**src/design/i2cw_pkg.sv**
```systemverilog
// shared types, constants and register codes for the i2c master write engine
`timescale 1ns / 1ps
`default_nettype none
package i2cw_pkg;

  // field and counter widths
  localparam int OPCODE_W  = 2;
  localparam int BYTE_BITS = 8;
  localparam int BIT_CNT_W = 4;
  localparam int TICK_W    = 16;
  localparam int CFG_IDX_W = 3;

  // default depth of the command queue between front and back
  localparam int QUEUE_DEPTH = 2;

  // register reset values
  localparam logic [TICK_W-1:0] LOW_TICKS_RST        = 16'd26;
  localparam logic [TICK_W-1:0] SETUP_TICKS_RST      = 16'd2;
  localparam logic [TICK_W-1:0] HIGH_TICKS_RST       = 16'd12;
  localparam logic [TICK_W-1:0] START_HOLD_TICKS_RST = 16'd12;
  localparam logic [TICK_W-1:0] STOP_SETUP_TICKS_RST = 16'd12;
  localparam logic [TICK_W-1:0] IDLE_TICKS_RST       = 16'd26;

  // opcodes as seen on the input channel
  localparam logic [OPCODE_W-1:0] OP_TICK  = 2'd0;
  localparam logic [OPCODE_W-1:0] OP_START = 2'd1;
  localparam logic [OPCODE_W-1:0] OP_WRITE = 2'd2;
  localparam logic [OPCODE_W-1:0] OP_STOP  = 2'd3;

  // register indexes on the config port
  localparam logic [CFG_IDX_W-1:0] REG_LOW_TICKS        = 3'd0;
  localparam logic [CFG_IDX_W-1:0] REG_SETUP_TICKS      = 3'd1;
  localparam logic [CFG_IDX_W-1:0] REG_HIGH_TICKS       = 3'd2;
  localparam logic [CFG_IDX_W-1:0] REG_START_HOLD_TICKS = 3'd3;
  localparam logic [CFG_IDX_W-1:0] REG_STOP_SETUP_TICKS = 3'd4;
  localparam logic [CFG_IDX_W-1:0] REG_IDLE_TICKS       = 3'd5;

  // classified command carried through the queue
  typedef enum logic [1:0] {
    CMD_NONE,
    CMD_START,
    CMD_WRITE,
    CMD_STOP
  } cmd_t;

  typedef struct packed {
    cmd_t                 cmd;
    logic [BYTE_BITS-1:0] data_byte;
    logic                 sda_level;
  } q_entry_t;

  // bus sequencer phases
  typedef enum logic [3:0] {
    PH_IDLE       = 4'd0,
    PH_START_HOLD = 4'd1,
    PH_BIT_LOW    = 4'd2,
    PH_BIT_SETUP  = 4'd3,
    PH_BIT_HIGH   = 4'd4,
    PH_ACK_LOW    = 4'd5,
    PH_ACK_HIGH   = 4'd6,
    PH_STOP_SETUP = 4'd7,
    PH_STOP_IDLE  = 4'd8
  } phase_t;

endpackage
`default_nettype wire

```
**src/design/i2cw_if.sv**
```systemverilog
// valid/ready channel interfaces for command ticks and bus results
`timescale 1ns / 1ps
`default_nettype none
interface i2cw_in_if;
  logic                          valid;
  logic                          ready;
  logic [i2cw_pkg::OPCODE_W-1:0]  opcode;
  logic [i2cw_pkg::BYTE_BITS-1:0] data_byte;
  logic                          sda_level;

  modport source (output valid, opcode, data_byte, sda_level, input ready);
  modport sink   (input valid, opcode, data_byte, sda_level, output ready);
endinterface

interface i2cw_out_if;
  logic valid;
  logic ready;
  logic scl_pull_low;
  logic sda_pull_low;
  logic busy_res;
  logic ack_valid;
  logic ack_seen;

  modport source (output valid, scl_pull_low, sda_pull_low, busy_res, ack_valid, ack_seen,
                  input ready);
  modport sink   (input valid, scl_pull_low, sda_pull_low, busy_res, ack_valid, ack_seen,
                  output ready);
endinterface
`default_nettype wire

```
**src/design/i2c_master_write_engine_unit.sv**
```systemverilog
// top level of the write-only i2c master: command front end, queue and bus sequencer
//
//  channel | dir | handshake          | beat contents
//  cmd     | in  | valid / ready      | opcode, data_byte, sda_level (one bus tick)
//  res     | out | valid / ready      | scl_pull_low, sda_pull_low, busy_res, ack_valid, ack_seen
//  cfg     | in  | cfg_we, no stall   | cfg_index, cfg_data (timing registers 0 to 5)
//
// one tick beat per cycle sustained while the result side does not stall; each beat gives exactly one result beat
// an accepted tick reaches its result through the command queue and then the
// result register
// the queue holds QUEUE_DEPTH beats, so input keeps flowing while a result waits
// reset is synchronous and returns the sequencer to idle with default timings
// a stalled result side backs up the queue and then drops cmd.ready
`timescale 1ns / 1ps
`default_nettype none
module i2c_master_write_engine_unit #(
  parameter int QUEUE_DEPTH = i2cw_pkg::QUEUE_DEPTH
) (
  input  wire logic clk,
  input  wire logic rst,
  i2cw_in_if.sink   cmd,
  i2cw_out_if.source res,
  input  wire logic cfg_we,
  input  wire logic [i2cw_pkg::CFG_IDX_W-1:0] cfg_index,
  input  wire logic [i2cw_pkg::TICK_W-1:0] cfg_data
);
  import i2cw_pkg::*;

  q_entry_t q_entry;
  logic     q_valid;
  logic     q_pop;

  // accept and classify ticks
  i2cw_front #(
    .QUEUE_DEPTH (QUEUE_DEPTH)
  ) u_front (
    .clk     (clk),
    .rst     (rst),
    .cmd     (cmd),
    .q_entry (q_entry),
    .q_valid (q_valid),
    .q_pop   (q_pop)
  );

  // run the bus sequence
  i2cw_back u_back (
    .clk       (clk),
    .rst       (rst),
    .cfg_we    (cfg_we),
    .cfg_index (cfg_index),
    .cfg_data  (cfg_data),
    .q_entry   (q_entry),
    .q_valid   (q_valid),
    .q_pop     (q_pop),
    .res       (res)
  );

endmodule
`default_nettype wire

```
**src/design/i2cw_front.sv**
```systemverilog
// front end: accepts tick beats, classifies the opcode and queues the command
`timescale 1ns / 1ps
`default_nettype none
module i2cw_front #(
  parameter int QUEUE_DEPTH = i2cw_pkg::QUEUE_DEPTH
) (
  input  wire                logic clk,
  input  wire                logic rst,
  i2cw_in_if.sink            cmd,
  output i2cw_pkg::q_entry_t q_entry,
  output logic               q_valid,
  input  wire                logic q_pop
);
  import i2cw_pkg::*;

  localparam int PTR_W = (QUEUE_DEPTH > 1) ? $clog2(QUEUE_DEPTH) : 1;
  localparam int CNT_W = $clog2(QUEUE_DEPTH + 1);
  localparam logic [PTR_W-1:0] LAST_PTR = PTR_W'(QUEUE_DEPTH - 1);
  localparam logic [CNT_W-1:0] FULL_CNT = CNT_W'(QUEUE_DEPTH);

  q_entry_t         slots [QUEUE_DEPTH];
  logic [PTR_W-1:0] wr_ptr;
  logic [PTR_W-1:0] rd_ptr;
  logic [CNT_W-1:0] count;
  q_entry_t         classified;
  logic             push;
  logic             pop;

  // opcode classification
  always_comb begin
    case (cmd.opcode)
      OP_START: classified.cmd = CMD_START;
      OP_WRITE: classified.cmd = CMD_WRITE;
      OP_STOP:  classified.cmd = CMD_STOP;
      default:  classified.cmd = CMD_NONE;
    endcase
    classified.data_byte = cmd.data_byte;
    classified.sda_level = cmd.sda_level;
  end

  assign cmd.ready = (count != FULL_CNT);
  assign push      = cmd.valid && cmd.ready;
  assign q_valid   = (count != '0);
  assign pop       = q_pop && q_valid;
  assign q_entry   = slots[rd_ptr];

  // queue storage
  always_ff @(posedge clk) begin
    if (push) begin
      slots[wr_ptr] <= classified;
    end
  end

  // queue pointers and fill count
  always_ff @(posedge clk) begin
    if (rst) begin
      wr_ptr <= '0;
      rd_ptr <= '0;
      count  <= '0;
    end else begin
      if (push) begin
        wr_ptr <= (wr_ptr == LAST_PTR) ? '0 : wr_ptr + PTR_W'(1);
      end
      if (pop) begin
        rd_ptr <= (rd_ptr == LAST_PTR) ? '0 : rd_ptr + PTR_W'(1);
      end
      if (push && !pop) begin
        count <= count + CNT_W'(1);
      end else if (pop && !push) begin
        count <= count - CNT_W'(1);
      end
    end
  end

endmodule
`default_nettype wire

```
**src/design/i2cw_back.sv**
```systemverilog
// back end: timing registers, bus sequencer and result register
`timescale 1ns / 1ps
`default_nettype none
module i2cw_back (
  input  wire                logic clk,
  input  wire                logic rst,
  input  wire                logic cfg_we,
  input  wire                logic [i2cw_pkg::CFG_IDX_W-1:0] cfg_index,
  input  wire                logic [i2cw_pkg::TICK_W-1:0] cfg_data,
  input  wire                i2cw_pkg::q_entry_t q_entry,
  input  wire                logic q_valid,
  output logic               q_pop,
  i2cw_out_if.source         res
);
  import i2cw_pkg::*;

  logic [TICK_W-1:0] low_ticks;
  logic [TICK_W-1:0] setup_ticks;
  logic [TICK_W-1:0] high_ticks;
  logic [TICK_W-1:0] start_hold_ticks;
  logic [TICK_W-1:0] stop_setup_ticks;
  logic [TICK_W-1:0] idle_ticks;

  phase_t               phase, phase_next;
  logic [BIT_CNT_W-1:0] bit_count, bit_count_next;
  logic [BIT_CNT_W-1:0] bit_count_inc;
  logic [BYTE_BITS-1:0] shift_byte, shift_byte_next;
  logic [TICK_W-1:0]    wait_count, wait_count_next;
  logic                 scl_drive, scl_drive_next;
  logic                 sda_drive, sda_drive_next;
  logic                 ack_flag, ack_flag_next;
  logic                 sampled;
  logic                 step;

  // configuration writes
  always_ff @(posedge clk) begin
    if (rst) begin
      low_ticks        <= LOW_TICKS_RST;
      setup_ticks      <= SETUP_TICKS_RST;
      high_ticks       <= HIGH_TICKS_RST;
      start_hold_ticks <= START_HOLD_TICKS_RST;
      stop_setup_ticks <= STOP_SETUP_TICKS_RST;
      idle_ticks       <= IDLE_TICKS_RST;
    end else if (cfg_we) begin
      case (cfg_index)
        REG_LOW_TICKS:        low_ticks        <= cfg_data;
        REG_SETUP_TICKS:      setup_ticks      <= cfg_data;
        REG_HIGH_TICKS:       high_ticks       <= cfg_data;
        REG_START_HOLD_TICKS: start_hold_ticks <= cfg_data;
        REG_STOP_SETUP_TICKS: stop_setup_ticks <= cfg_data;
        REG_IDLE_TICKS:       idle_ticks       <= cfg_data;
        default: ;
      endcase
    end
  end

  // one queued tick is taken whenever the result register is free or drains
  assign step          = q_valid && (!res.valid || res.ready);
  assign q_pop         = step;
  assign bit_count_inc = bit_count + BIT_CNT_W'(1);

  // sequencer next state
  always_comb begin
    phase_next      = phase;
    bit_count_next  = bit_count;
    shift_byte_next = shift_byte;
    wait_count_next = wait_count;
    scl_drive_next  = scl_drive;
    sda_drive_next  = sda_drive;
    ack_flag_next   = ack_flag;
    sampled         = 1'b0;
    if (phase == PH_IDLE) begin
      case (q_entry.cmd)
        CMD_START: begin
          scl_drive_next  = 1'b0;
          sda_drive_next  = 1'b1;
          phase_next      = PH_START_HOLD;
          wait_count_next = start_hold_ticks;
        end
        CMD_WRITE: begin
          scl_drive_next  = 1'b1;
          shift_byte_next = q_entry.data_byte;
          bit_count_next  = '0;
          phase_next      = PH_BIT_LOW;
          wait_count_next = low_ticks;
        end
        CMD_STOP: begin
          sda_drive_next  = 1'b1;
          scl_drive_next  = 1'b0;
          phase_next      = PH_STOP_SETUP;
          wait_count_next = stop_setup_ticks;
        end
        default: ;
      endcase
    end else if (wait_count != '0) begin
      wait_count_next = wait_count - TICK_W'(1);
    end else begin
      case (phase)
        PH_START_HOLD: begin
          scl_drive_next = 1'b1;
          phase_next     = PH_IDLE;
        end
        PH_BIT_LOW: begin
          sda_drive_next  = !shift_byte[BYTE_BITS-1];
          phase_next      = PH_BIT_SETUP;
          wait_count_next = setup_ticks;
        end
        PH_BIT_SETUP: begin
          scl_drive_next  = 1'b0;
          shift_byte_next = {shift_byte[BYTE_BITS-2:0], 1'b0};
          phase_next      = PH_BIT_HIGH;
          wait_count_next = high_ticks;
        end
        PH_BIT_HIGH: begin
          bit_count_next  = bit_count_inc;
          scl_drive_next  = 1'b1;
          wait_count_next = low_ticks;
          if (bit_count_inc >= BIT_CNT_W'(BYTE_BITS)) begin
            phase_next = PH_ACK_LOW;
          end else begin
            phase_next = PH_BIT_LOW;
          end
        end
        PH_ACK_LOW: begin
          sda_drive_next  = 1'b0;
          scl_drive_next  = 1'b0;
          phase_next      = PH_ACK_HIGH;
          wait_count_next = high_ticks;
        end
        PH_ACK_HIGH: begin
          ack_flag_next  = !q_entry.sda_level;
          sampled        = 1'b1;
          scl_drive_next = 1'b1;
          phase_next     = PH_IDLE;
        end
        PH_STOP_SETUP: begin
          sda_drive_next  = 1'b0;
          phase_next      = PH_STOP_IDLE;
          wait_count_next = idle_ticks;
        end
        default: begin
          phase_next = PH_IDLE;
        end
      endcase
    end
  end

  // sequencer state
  always_ff @(posedge clk) begin
    if (rst) begin
      phase      <= PH_IDLE;
      bit_count  <= '0;
      shift_byte <= '0;
      wait_count <= '0;
      scl_drive  <= 1'b0;
      sda_drive  <= 1'b0;
      ack_flag   <= 1'b0;
    end else if (step) begin
      phase      <= phase_next;
      bit_count  <= bit_count_next;
      shift_byte <= shift_byte_next;
      wait_count <= wait_count_next;
      scl_drive  <= scl_drive_next;
      sda_drive  <= sda_drive_next;
      ack_flag   <= ack_flag_next;
    end
  end

  // result valid flag
  always_ff @(posedge clk) begin
    if (rst) begin
      res.valid <= 1'b0;
    end else if (step) begin
      res.valid <= 1'b1;
    end else if (res.ready) begin
      res.valid <= 1'b0;
    end
  end

  // result payload
  always_ff @(posedge clk) begin
    if (step) begin
      res.scl_pull_low <= scl_drive_next;
      res.sda_pull_low <= sda_drive_next;
      res.busy_res     <= (phase_next != PH_IDLE);
      res.ack_valid    <= sampled;
      res.ack_seen     <= ack_flag_next;
    end
  end

endmodule
`default_nettype wire

```
**src/flat_wrapper.sv**
```systemverilog
// flat-port wrapper written by rule: the top's interface ports become plain ports
module i2c_master_write_engine_unit_flat import i2cw_pkg::*;
#(
  parameter int QUEUE_DEPTH = i2cw_pkg::QUEUE_DEPTH
)
  (clk, rst, cfg_we, cfg_index, cfg_data, cmd_valid, cmd_opcode, cmd_data_byte, cmd_sda_level, cmd_ready, res_valid, res_scl_pull_low, res_sda_pull_low, res_busy_res, res_ack_valid, res_ack_seen, res_ready);
  i2cw_in_if cmd_i ();
  i2cw_out_if res_i ();
  input  wire logic clk;
  input  wire logic rst;
  input  wire logic cfg_we;
  input  wire logic [i2cw_pkg::CFG_IDX_W-1:0] cfg_index;
  input  wire logic [i2cw_pkg::TICK_W-1:0] cfg_data;
  input wire logic [$bits(cmd_i.valid)-1:0] cmd_valid;
  input wire logic [$bits(cmd_i.opcode)-1:0] cmd_opcode;
  input wire logic [$bits(cmd_i.data_byte)-1:0] cmd_data_byte;
  input wire logic [$bits(cmd_i.sda_level)-1:0] cmd_sda_level;
  output wire logic [$bits(cmd_i.ready)-1:0] cmd_ready;
  output wire logic [$bits(res_i.valid)-1:0] res_valid;
  output wire logic [$bits(res_i.scl_pull_low)-1:0] res_scl_pull_low;
  output wire logic [$bits(res_i.sda_pull_low)-1:0] res_sda_pull_low;
  output wire logic [$bits(res_i.busy_res)-1:0] res_busy_res;
  output wire logic [$bits(res_i.ack_valid)-1:0] res_ack_valid;
  output wire logic [$bits(res_i.ack_seen)-1:0] res_ack_seen;
  input wire logic [$bits(res_i.ready)-1:0] res_ready;
  assign cmd_i.valid = cmd_valid;
  assign cmd_i.opcode = cmd_opcode;
  assign cmd_i.data_byte = cmd_data_byte;
  assign cmd_i.sda_level = cmd_sda_level;
  assign cmd_ready = cmd_i.ready;
  assign res_valid = res_i.valid;
  assign res_scl_pull_low = res_i.scl_pull_low;
  assign res_sda_pull_low = res_i.sda_pull_low;
  assign res_busy_res = res_i.busy_res;
  assign res_ack_valid = res_i.ack_valid;
  assign res_ack_seen = res_i.ack_seen;
  assign res_i.ready = res_ready;
  i2c_master_write_engine_unit #(.QUEUE_DEPTH(QUEUE_DEPTH)) u_core (.clk(clk), .rst(rst), .cmd(cmd_i), .res(res_i), .cfg_we(cfg_we), .cfg_index(cfg_index), .cfg_data(cfg_data));
endmodule
```
**config.mk**
```make
export PLATFORM = sky130hd
export DESIGN_NAME = i2c_master_write_engine_unit_flat
export DESIGN_NICKNAME = d
export VERILOG_FILES = /design/src/design/i2cw_pkg.sv /design/src/design/i2cw_if.sv /design/src/design/i2c_master_write_engine_unit.sv /design/src/design/i2cw_front.sv /design/src/design/i2cw_back.sv /design/src/flat_wrapper.sv
export SDC_FILE = /design/constraint.sdc
export NUM_CORES = 1
export LEC_CHECK = 0
export BUFFER_PORTS_ARGS = -buffer_cell sky130_fd_sc_hd__buf_4
export CAP_MARGIN = 20
export CORE_MARGIN = 3
export CORE_UTILIZATION = 66
export DETAILED_ROUTE_END_ITERATION = 6
export PLACE_DENSITY = 0.85
export SLEW_MARGIN = 5
export SYNTH_ARGS = -nofsm -noshare
export SYNTH_HDL_FRONTEND = slang
export SYNTH_SLANG_ARGS = --single-unit
export TNS_END_PERCENT = 30
```
**constraint.sdc**
```tcl
create_clock -name clk -period 5.35 [get_ports clk]
set_clock_uncertainty 0.1 [all_clocks]
set_input_delay 0.2675 -clock clk [delete_from_list [all_inputs] [get_ports clk]]
set_output_delay 0.2675 -clock clk [all_outputs]
set_load 0.05 [all_outputs]
```
==> flow_summary.toml, run 1 <==
[layout]
diodes = 0
final_nets = 973
utilization_pct = 77.43
instances_no_fill = 1088
area_growth_pct = 12.77
drive_gt1_share_pct = 11.39
fin_area_um2 = 8541

[run_status]
outcome = "complete, no violations"

[sta]
relSlewSlack_pct = 27.27
drv_slew = 0
period_share_pct = 60.83
tns_ns = 0
rsz0062_at_grt = "false"
setup_viol = 0
worstMarginPinSlew_ns = 1.087
fin_crit_ns = 3.254
hold_violations = 0
fmax_mhz = 307.3

[power]
power.density_nw_per_um2 = 590.0
seqPwrFrac_pct = 32.7
p_sw_w = 0.002239
intPower_w = 0.002799
p_clk_share_pct = 22.4
combPwrFrac_pct = 44.9
max-vdd-ir-drop_v = 0.0005242
p_leak_nw = 3.055
p_sw_share_pct = 44.44

[detailed_routing]
routed_wl_um = 22580
firstDrtPassIters = 6
ant_nets = 0
drtIter0Drc = 942
wl_per_cell_um = 20.75
viasPerCell = 6.676
drc_errors = 0
vias = 7263

[logic_synthesis]
synth_enable_flop_cells = 27
synth-async-reset-ratio_pct = 0
yosys.area.top_type = "dfxtp_1"
synth_ff_type = "dfxtp_1"
syn_area_um2 = 7574
syn_inst = 920
syn_nets = 958
avgSynthCellArea_um2 = 8.232
synth-seq-area-share_pct = 46.92
synth_top_area_share_pct = 36.21
yosysMostFrequentCell = "nand2_1"
synthTopCellsByCount = "229 x nand2_1, 137 x dfxtp_1, 121 x a21oi_1"
ys_seq_elements = 164
ys_warn_count = 0
synth_cell_types = 61
synth.area.top_cells = "dfxtp_1 36%, nand2_1 11%, edfxtp_1 11%"

[cts]
clk_pin_slew_worst_paths_ns = 0.06
htree_levels = 4
cts_resized = 0
cts_sinks = 164
clock_path_buffers = 2
clockRootBuffer = "clkbuf_16"
cts_buffers = 17
cts_tree = "built"
clk_latency_ns = 0.43

[global_route]
grt_max_degree = 87
grt_use_met2_pct = 54.38
top_usage_layer = "met2"
grt_antenna_before_repair = 0
track_usage_pct = 35.61
grt_pass1_wl_um = 35680
use_met1_pct = 47.87
grt-ovfl-total = 0
grt_pass1_vias = 6861
use_met3_pct = 8.877

[critical_path]
cp_data_arrival_time_ns = 3.51
crit_fanout = 15
cp-start-kind = "flip-flop"
cp.required_ns = 5.61
endpoint_kind = "flip-flop"
crit_type = "reg2reg"

[die]
core-area_um2 = 11030
rows = 38
fp.dieH_um = 113.1
io_pins = 42
start_util_pct = 68.66
die_area_um2 = 12800
dieWidth_um = 113.1

[placement]
place_congestion = 0.9011
postPlaceCellArea_um2 = 7868
dp_cells = 1043
portBuffers = 41
dp_hpwl_um = 14390

[flow_run]
maxCapViolations = 0

[min_path]
hold_path_class = "in2reg"
[per-stage QoR]
step / setup WS (ns) / hold WS (ns) / total power, W
2_1_floorplan: 2.627 / 0.2664 / 0.003219
3_3_place_gp: 2.357 / 0.3395 / 0.003728
5_1_grt: 1.885 / 0.01423 / 0.005250
6_report: 2.096 / 0.01364 / 0.005039
4_1_cts: 2.133 / 0.008222 / 0.004932
3_5_place_dp: 2.249 / 0.3459 / 0.003793
[layout make-up]
class                      count  area, µm²
multi-input combinational    676       3707
fill                         766       2490
tap                          140      175.2
timing repair buffer          65      520.5
clock buffer                  19      442.9
sequential                   164       3553
clock inverter                13      100.1
inverter                      11      41.29
[registers in the layout, indices dropped and copies added (netlist names), 2 cells and up, named ones only]
| name | cells |
|---|---|
| u_core.u_back.wait_count | 16 |
| u_core.u_back.idle_ticks | 16 |
| u_core.u_front.slots | 22 |
| u_core.u_front.count | 2 |
| u_core.u_back.low_ticks | 16 |
| u_core.u_back.phase | 4 |
| u_core.u_back.high_ticks | 16 |
| u_core.u_back.start_hold_ticks | 16 |
| u_core.u_back.stop_setup_ticks | 16 |
| u_core.u_back.setup_ticks | 16 |
| u_core.u_back.shift_byte | 8 |
| u_core.u_back.bit_count | 4 |
[power groups by stage]
stage	Combinational (W)	Sequential (W)	Clock, W
after global routing	0.00240	0.00167	0.00118
after global placement	0.00208	0.00165	0
after CTS	0.00217	0.00164	0.00113
after floorplan	0.00160	0.00162	0
final	0.00226	0.00165	0.00113
after detailed placement	0.00213	0.00166	0
[kinds of logic (layout without fill, tap and decap cells)]
family	Yosys count	in the layout	synth area share [%]
buffers and inverters	80	108	4.329
multiplexers	29	29	3.948
AND/OR/NAND/NOR	383	383	22.65
adder cells (fa/ha/maj)	3	3	0.4957
AO/OA/AOI/OAI	249	249	20.27
flip-flops	164	164	46.92
XOR/XNOR	12	12	1.388
[cell usage in the layout, fill, tap and decap left out, types with 4 or more instances in the layout]
cell,netlist,layout
a221oi_1,8,8
clkbuf_16,0,17
a22oi_1,15,15
nand2b_1,7,7
dlygate4sd3_1,0,13
nor2_1,62,62
dfxtp_1,137,137
nor4_1,8,7
a31oi_1,7,7
a21o_1,4,4
o21ai_0,34,34
buf_4,0,52
xor2_1,9,9
inv_1,11,11
inv_6,0,4
a211o_1,9,9
nand2_1,229,229
edfxtp_1,27,27
o22ai_1,6,6
nand3b_1,16,16
nor3_1,20,20
mux2i_1,22,21
a211oi_1,12,12
a21oi_1,121,121
nand3_1,12,12
o31ai_1,4,4
clkinvlp_4,0,4
mux2_2,7,7
[critical path, stage by stage, from the launching register on]
cell and delay [ns]:
dfxtp_1 0.77, mux2i_2 0.95, nand3_1 0.17, o21ai_1 0.14, nand4_1 0.49, a211o_1 0.42
a21oi_1 0.14
[path summary, 6_finish.rpt]
kind,from,endpoint,slack (ns),cells after the start
min,cfg_data[5],u_core.u_back.setup_ticks[5],0.01,3
max,flip-flop,u_core.u_back.shift_byte[7],2.10,6
max reg2reg,flip-flop,u_core.u_back.shift_byte[7],2.10,6
min reg2reg,u_core.u_back.setup_ticks[4],u_core.u_back.setup_ticks[4],0.35,2
[repair_timing]
item / 4_1_cts / 5_1_grt
hold buffers: 13 / 0
hold endpoints to repair: 27 / 0
setup buffers: 0 / 0
[routing by layer]
layer | part of all wire (%) | wire length, µm
met3 | 13 | 2872
met1 | 39 | 8859
met4 | 3.1 | 696
met5 | 0 | 0
met2 | 45 | 10150
No activity file was read; power rests on OpenSTA's default activity.
==> inputs of run 2 (changes only) <==
- CORE_UTILIZATION: 66 -> 61
- PLACE_DENSITY: 0.85 -> 0.8
- clock period: 5.35 -> 3.05 ns (I/O delays scaled with it)
==> flow_summary.toml, run 2 (synthesis results as in run 1) <==
[run_status]
outcome = "complete, no violations"

[critical_path]
cp.buffers_inverters = 1
crit_fanout = 9
cp-start-kind = "flip-flop"
cp.required_ns = 3.11
cp_data_arrival_time_ns = 2.91
crit_type = "reg2reg"
r2r-start = "u_core.u_back.wait_count[0]"
ff2ff_setup_slack_ns = 0.21
crit_family = "simple AND/OR/NAND/NOR gates"
cpPeakStageDelay_ns = 0.65
worstRegToRegCells = 8
r2r-end = "u_core.u_back.res.busy_res"
endpoint_kind = "flip-flop"
crit_chain = "inv_1 > ha_1 > or4b_4 > or4_4 > a22oi_2 > o21ai_1 > a211oi_2 > nand3_1"
crit_path_top_delay_cell = "or4_4"

[detailed_routing]
drc_errors = 0
ant_nets = 0
drtIter0Drc = 887
firstDrtPassIters = 6
wl_per_cell_um = 20.14
routed_wl_um = 23100
vias = 7321
viasPerCell = 6.383

[power]
p_clk_share_pct = 23.9
finalPower_w = 0.009241
seqPwrFrac_pct = 30.6
power.density_nw_per_um2 = 1033
max-vdd-ir-drop_v = 0.0007443
p_sw_share_pct = 41.95
intPower_w = 0.005364
combPwrFrac_pct = 45.5
p_leak_nw = 3.253
p_sw_w = 0.003877

[cts]
htree_levels = 4
cts_buffers = 17
clock_path_buffers = 2
cts_tree = "built"
clockRootBuffer = "clkbuf_16"
cts_resized = 0
clk_latency_ns = 0.43
cts_sinks = 164
clk_pin_slew_worst_paths_ns = 0.06

[min_path]
worstHoldStart = "cmd_valid"
hold_path_end = "u_core.u_front.wr_ptr"
hold_path_class = "in2reg"
timing.hold.worst_path_depth = 4

[global_route]
track_usage_pct = 32.93
grt_antenna_before_repair = 0
grt-ovfl-total = 0
grt_pass1_vias = 6930
grt_pass1_wl_um = 35990
grt_max_degree = 84

[layout]
largest_reg_flops = 22
diodes = 0
final_common_cell = "nand2_1"
drive_gt1_share_pct = 12.77
final_nets = 1004
layout_common_cells = "229 x nand2_1, 137 x dfxtp_1, 121 x a21oi_1"
top_register = "u_core.u_front.slots"
area_growth_pct = 18.07

[sta]
drv_slew = 0
tns_ns = 0
worstMarginPinSlew_ns = 1.003
fmax_mhz = 351.9
rsz0062_at_grt = "false"
fin_crit_ns = 2.842
period_share_pct = 93.18
relSlewSlack_pct = 32.93
setup_viol = 0
hold_violations = 0

[flow_run]
maxCapViolations = 0

[placement]
portBuffers = 41
place_congestion = 0.9132
dp_hpwl_um = 14410

[die]
core-area_um2 = 12060
io_pins = 42
die_area_um2 = 13790
start_util_pct = 62.79
rows = 40
dieWidth_um = 117.4
fp.dieH_um = 117.4
[run 2: power by group through the flow]
stage,sequential [W],combinational (W),clock (W)
floorplan,0.00284,0.00280,0
global placement,0.00284,0.00389,0
detailed placement,0.00286,0.00398,0
CTS,0.00282,0.00405,0.00220
global route,0.00287,0.00447,0.00231
finish,0.00283,0.00421,0.00221
[run 2: worst max path at each step]
stage                                           start                    endpoint  slack [ns]  cells after the start
after floorplan           u_core.u_back.wait_count[0]  u_core.u_back.res.busy_res        0.33                     10
after global placement    u_core.u_back.wait_count[0]  u_core.u_back.res.busy_res        0.31                      8
after detailed placement  u_core.u_back.wait_count[0]  u_core.u_back.res.busy_res        0.22                      8
after CTS                 u_core.u_back.wait_count[0]  u_core.u_back.res.busy_res        0.22                      8
after global routing      u_core.u_back.wait_count[0]  u_core.u_back.res.busy_res        0.11                      8
final                     u_core.u_back.wait_count[0]  u_core.u_back.res.busy_res        0.21                      8
[run 2: what timing repair did]
item	CTS	global route
hold endpoints to repair	119	0
hold buffers	28	0
setup buffers	0	0
[run 2: worst reg2reg max path: cells and delay by family, from the launching register on]
family          cells  cell delay (ns)
simple gates        3             1.30
buf+inv             1             0.09
flops               1             0.35
fa+ha+maj           1             0.22
compound gates      3             0.53
[run 2: cell type report]
type                       instances  area, µm²
clock buffer                      25      559.3
clock inverter                     7      62.56
fill                             876       3119
inverter                          11      41.29
multi-input combinational        676       3712
sequential                       164       3553
tap                              168      210.2
timing repair buffer              96      803.3
[run 2: metrics by stage]
step | utilization (%) | instance area (µm²) | hold WS (ns) | worst slack [ns] | instances
floorplan | - | 7574 | 0.1514 | 0.3266 | 920
global placement | 66.66 | 8040 | 0.2371 | 0.3133 | 1087
detailed placement | 66.66 | 8040 | 0.2401 | 0.2207 | 1087
CTS | 74.14 | 8942 | 0.01778 | 0.2162 | 1147
global route | 74.14 | 8942 | 0.05000 | 0.1105 | 1147
finish | 74.14 | 8942 | 0.02204 | 0.2081 | 1147
[run 2: layer usage]
layer  global-route usage, %  routed length, µm
met1                   43.77               9188
met2                   50.65              10400
met5                       0                  0
met3                   9.595               2825
met4                   13.56                683
==> inputs of run 3 (changes only) <==
- ABC_AREA: unset -> 1
- CAP_MARGIN: 20 -> unset
==> flow_summary.toml, run 3 <==
[power]
power.density_nw_per_um2 = 976.0
combPwrFrac_pct = 44.0
p_sw_w = 0.003887
p_sw_share_pct = 44.20
max-vdd-ir-drop_v = 0.0006410
intPower_w = 0.004907
p_leak_nw = 3.941
seqPwrFrac_pct = 32.3
finalPower_w = 0.008794
p_clk_share_pct = 23.7

[min_path]
hold_path_end = "u_core.u_front.wr_ptr"
timing.hold.worst_path_depth = 5
hold_path_class = "in2reg"
worstHoldStart = "cmd_valid"

[flow_run]
maxCapViolations = 0

[detailed_routing]
wl_per_cell_um = 15.32
firstDrtPassIters = 5
routed_wl_um = 20410
drc_errors = 0
viasPerCell = 5.524
vias = 7358
ant_nets = 0
drtIter0Drc = 757

[layout]
largest_reg_flops = 22
area_growth_pct = 16.11
layout_common_cells = "252 x nand2_1, 232 x nor2_1, 137 x dfxtp_1"
drive_gt1_share_pct = 9.794
fill_cells = 992
final_nets = 1189
diodes = 0
final_common_cell = "nand2_1"
top_register = "u_core.u_front.slots"

[logic_synthesis]
synth-simple-area-share_pct = 31.83
synth_mux_area_share_pct = 0
synthTopCellsByCount = "252 x nand2_1, 232 x nor2_1, 137 x dfxtp_1"
syn_inst = 1099
synth-seq-area-share_pct = 45.79
synth.area.top_cells = "dfxtp_1 35%, nand2_1 12%, nor2_1 11%"
synth_ff_type = "dfxtp_1"
synth_cell_types = 38
synth_compound_area_share_pct = 13.45
avgSynthCellArea_um2 = 7.061
synth_top_area_share_pct = 35.34
syn_nets = 1137
syn_area_um2 = 7760
ys_warn_count = 0
synth-async-reset-ratio_pct = 0
yosys.area.top_type = "dfxtp_1"
synth_enable_flop_cells = 27
synth_top_family_by_area = "simple AND/OR/NAND/NOR gates"
ys_seq_elements = 164
yosysMostFrequentCell = "nand2_1"
synthXorXnorAreaFrac_pct = 1.242
synth_fa_ha_area_share_pct = 0.4837

[global_route]
grt_antenna_before_repair = 0
grt_pass1_vias = 6616
grt_pass1_wl_um = 33410
track_usage_pct = 29.32
grt_max_degree = 118
grt-ovfl-total = 0

[cts]
cts_hold_buffers = 29
cts_buffers = 17
clockRootBuffer = "clkbuf_16"
cts_sinks = 164
clock_path_buffers = 2
cts_setup_buffers = 0
cts_tree = "built"
cts_resized = 0
htree_levels = 4
clk_latency_ns = 0.43
clk_pin_slew_worst_paths_ns = 0.07

[sta]
relSlewSlack_pct = 34.19
rsz0062_at_grt = "false"
setup_viol = 0
hold_violations = 0
tns_ns = 0
period_share_pct = 79.93
fmax_mhz = 410.2
worstMarginPinSlew_ns = 0.9835
fin_crit_ns = 2.438
drv_slew = 0

[critical_path]
cp_data_arrival_time_ns = 2.66
cp.buffers_inverters = 2
worstRegToRegCells = 8
ff2ff_setup_slack_ns = 0.61
crit_type = "reg2reg"
crit_family = "simple AND/OR/NAND/NOR gates"
crit_path_top_delay_cell = "dfxtp_1"
crit_chain = "nor2_4 > inv_2 > nor2_8 > inv_4 > nand2_1 > nand3_2 > o21ai_0 > a21oi_1"
r2r-end = "u_core.u_back.shift_byte[1]"
crit_fanout = 28
r2r-start = "u_core.u_back.phase[2]"
cpPeakStageDelay_ns = 0.38
cp.required_ns = 3.27
endpoint_kind = "flip-flop"
cp-start-kind = "flip-flop"

[die]
core-area_um2 = 12210
rows = 40
dieWidth_um = 118.8
io_pins = 42
fp.dieH_um = 118.8
start_util_pct = 63.55
die_area_um2 = 14110

[placement]
portBuffers = 41
dp_hpwl_um = 13240
place_congestion = 0.9004

[run_status]
outcome = "complete, no violations"
## run 3: changes by cell type after synthesis, moves of 15 or more
cell      change
a21oi_1      -73
a22oi_1      -15
clkbuf_1     -22
inv_1        +72
mux2i_1      -22
nand2_1      +23
nand3_1      +39
nor2_1      +170
nor3_1       -18
o21ai_0      +81
## run 3: layout make-up
cell class / instances / area (µm²) / area share, %
multi-input combinational: 797 / 3647 / 40.48
sequential: 164 / 3553 / 39.44
timing repair buffer: 80 / 685.7 / 7.610
clock buffer: 19 / 442.9 / 4.916
inverter: 91 / 346.6 / 3.847
tap: 168 / 210.2 / 2.333
clock inverter: 13 / 123.9 / 1.375
## run 3: worst max path at each step
| stage | start | to | slack (ns) | cells after the start |
|---|---|---|---|---|
| CTS | flip-flop | u_core.u_back.wait_count[12] | 0.68 | 13 |
| global route | u_core.u_back.phase[2] | u_core.u_back.shift_byte[4] | 0.40 | 8 |
| finish | u_core.u_back.phase[2] | u_core.u_back.shift_byte[1] | 0.61 | 8 |
| detailed placement | u_core.u_back.phase[2] | u_core.u_back.shift_byte[1] | 0.67 | 8 |
| global placement | flip-flop | u_core.u_back.wait_count[12] | 0.75 | 13 |
| floorplan | u_core.u_front.count[0] | u_core.u_front.slots[1][0] | 1.08 | 4 |
## run 3: power groups by stage
stage	registers (W)	clock network [W]	logic, W
floorplan	0.00294	0	0.00287
global placement	0.00286	0	0.00372
detailed placement	0.00287	0	0.00375
CTS	0.00283	0.00208	0.00380
global route	0.00288	0.00217	0.00433
finish	0.00284	0.00208	0.00387
## run 3: worst min-delay path: stages
cell	delay [ns]
buf_4	0.08
nand2_1	0.07
inv_1	0.08
o21ai_0	0.10
nor2_1	0.11
## run 3: cells by family after synthesis
logic type               after synthesis
AO/OA/AOI/OAI                        195
XOR/XNOR                              11
adder cells (fa/ha/maj)                3
buffers and inverters                138
flip-flops                           164
AND/OR/NAND/NOR                      588
## run 3: per-stage QoR
step | worst slack [ns] | hold WS (ns) | instances | utilization, % | instance area [µm²]
detailed placement | 0.6676 | 0.2398 | 1271 | 66.76 | 8153
CTS | 0.6767 | 0.06282 | 1332 | 73.78 | 9010
global placement | 0.7494 | 0.2380 | 1271 | 66.76 | 8153
floorplan | 1.083 | 0.1514 | 1099 | - | 7760
global route | 0.3987 | 0.1657 | 1332 | 73.78 | 9010
finish | 0.6121 | 0.1102 | 1332 | 73.78 | 9010
## run 3: layer usage
metal	share of wire, %	global-route usage (%)
met1	45	44.03
met2	44	43.73
met3	9.1	5.263
met4	1.1	7.241
met5	0	0
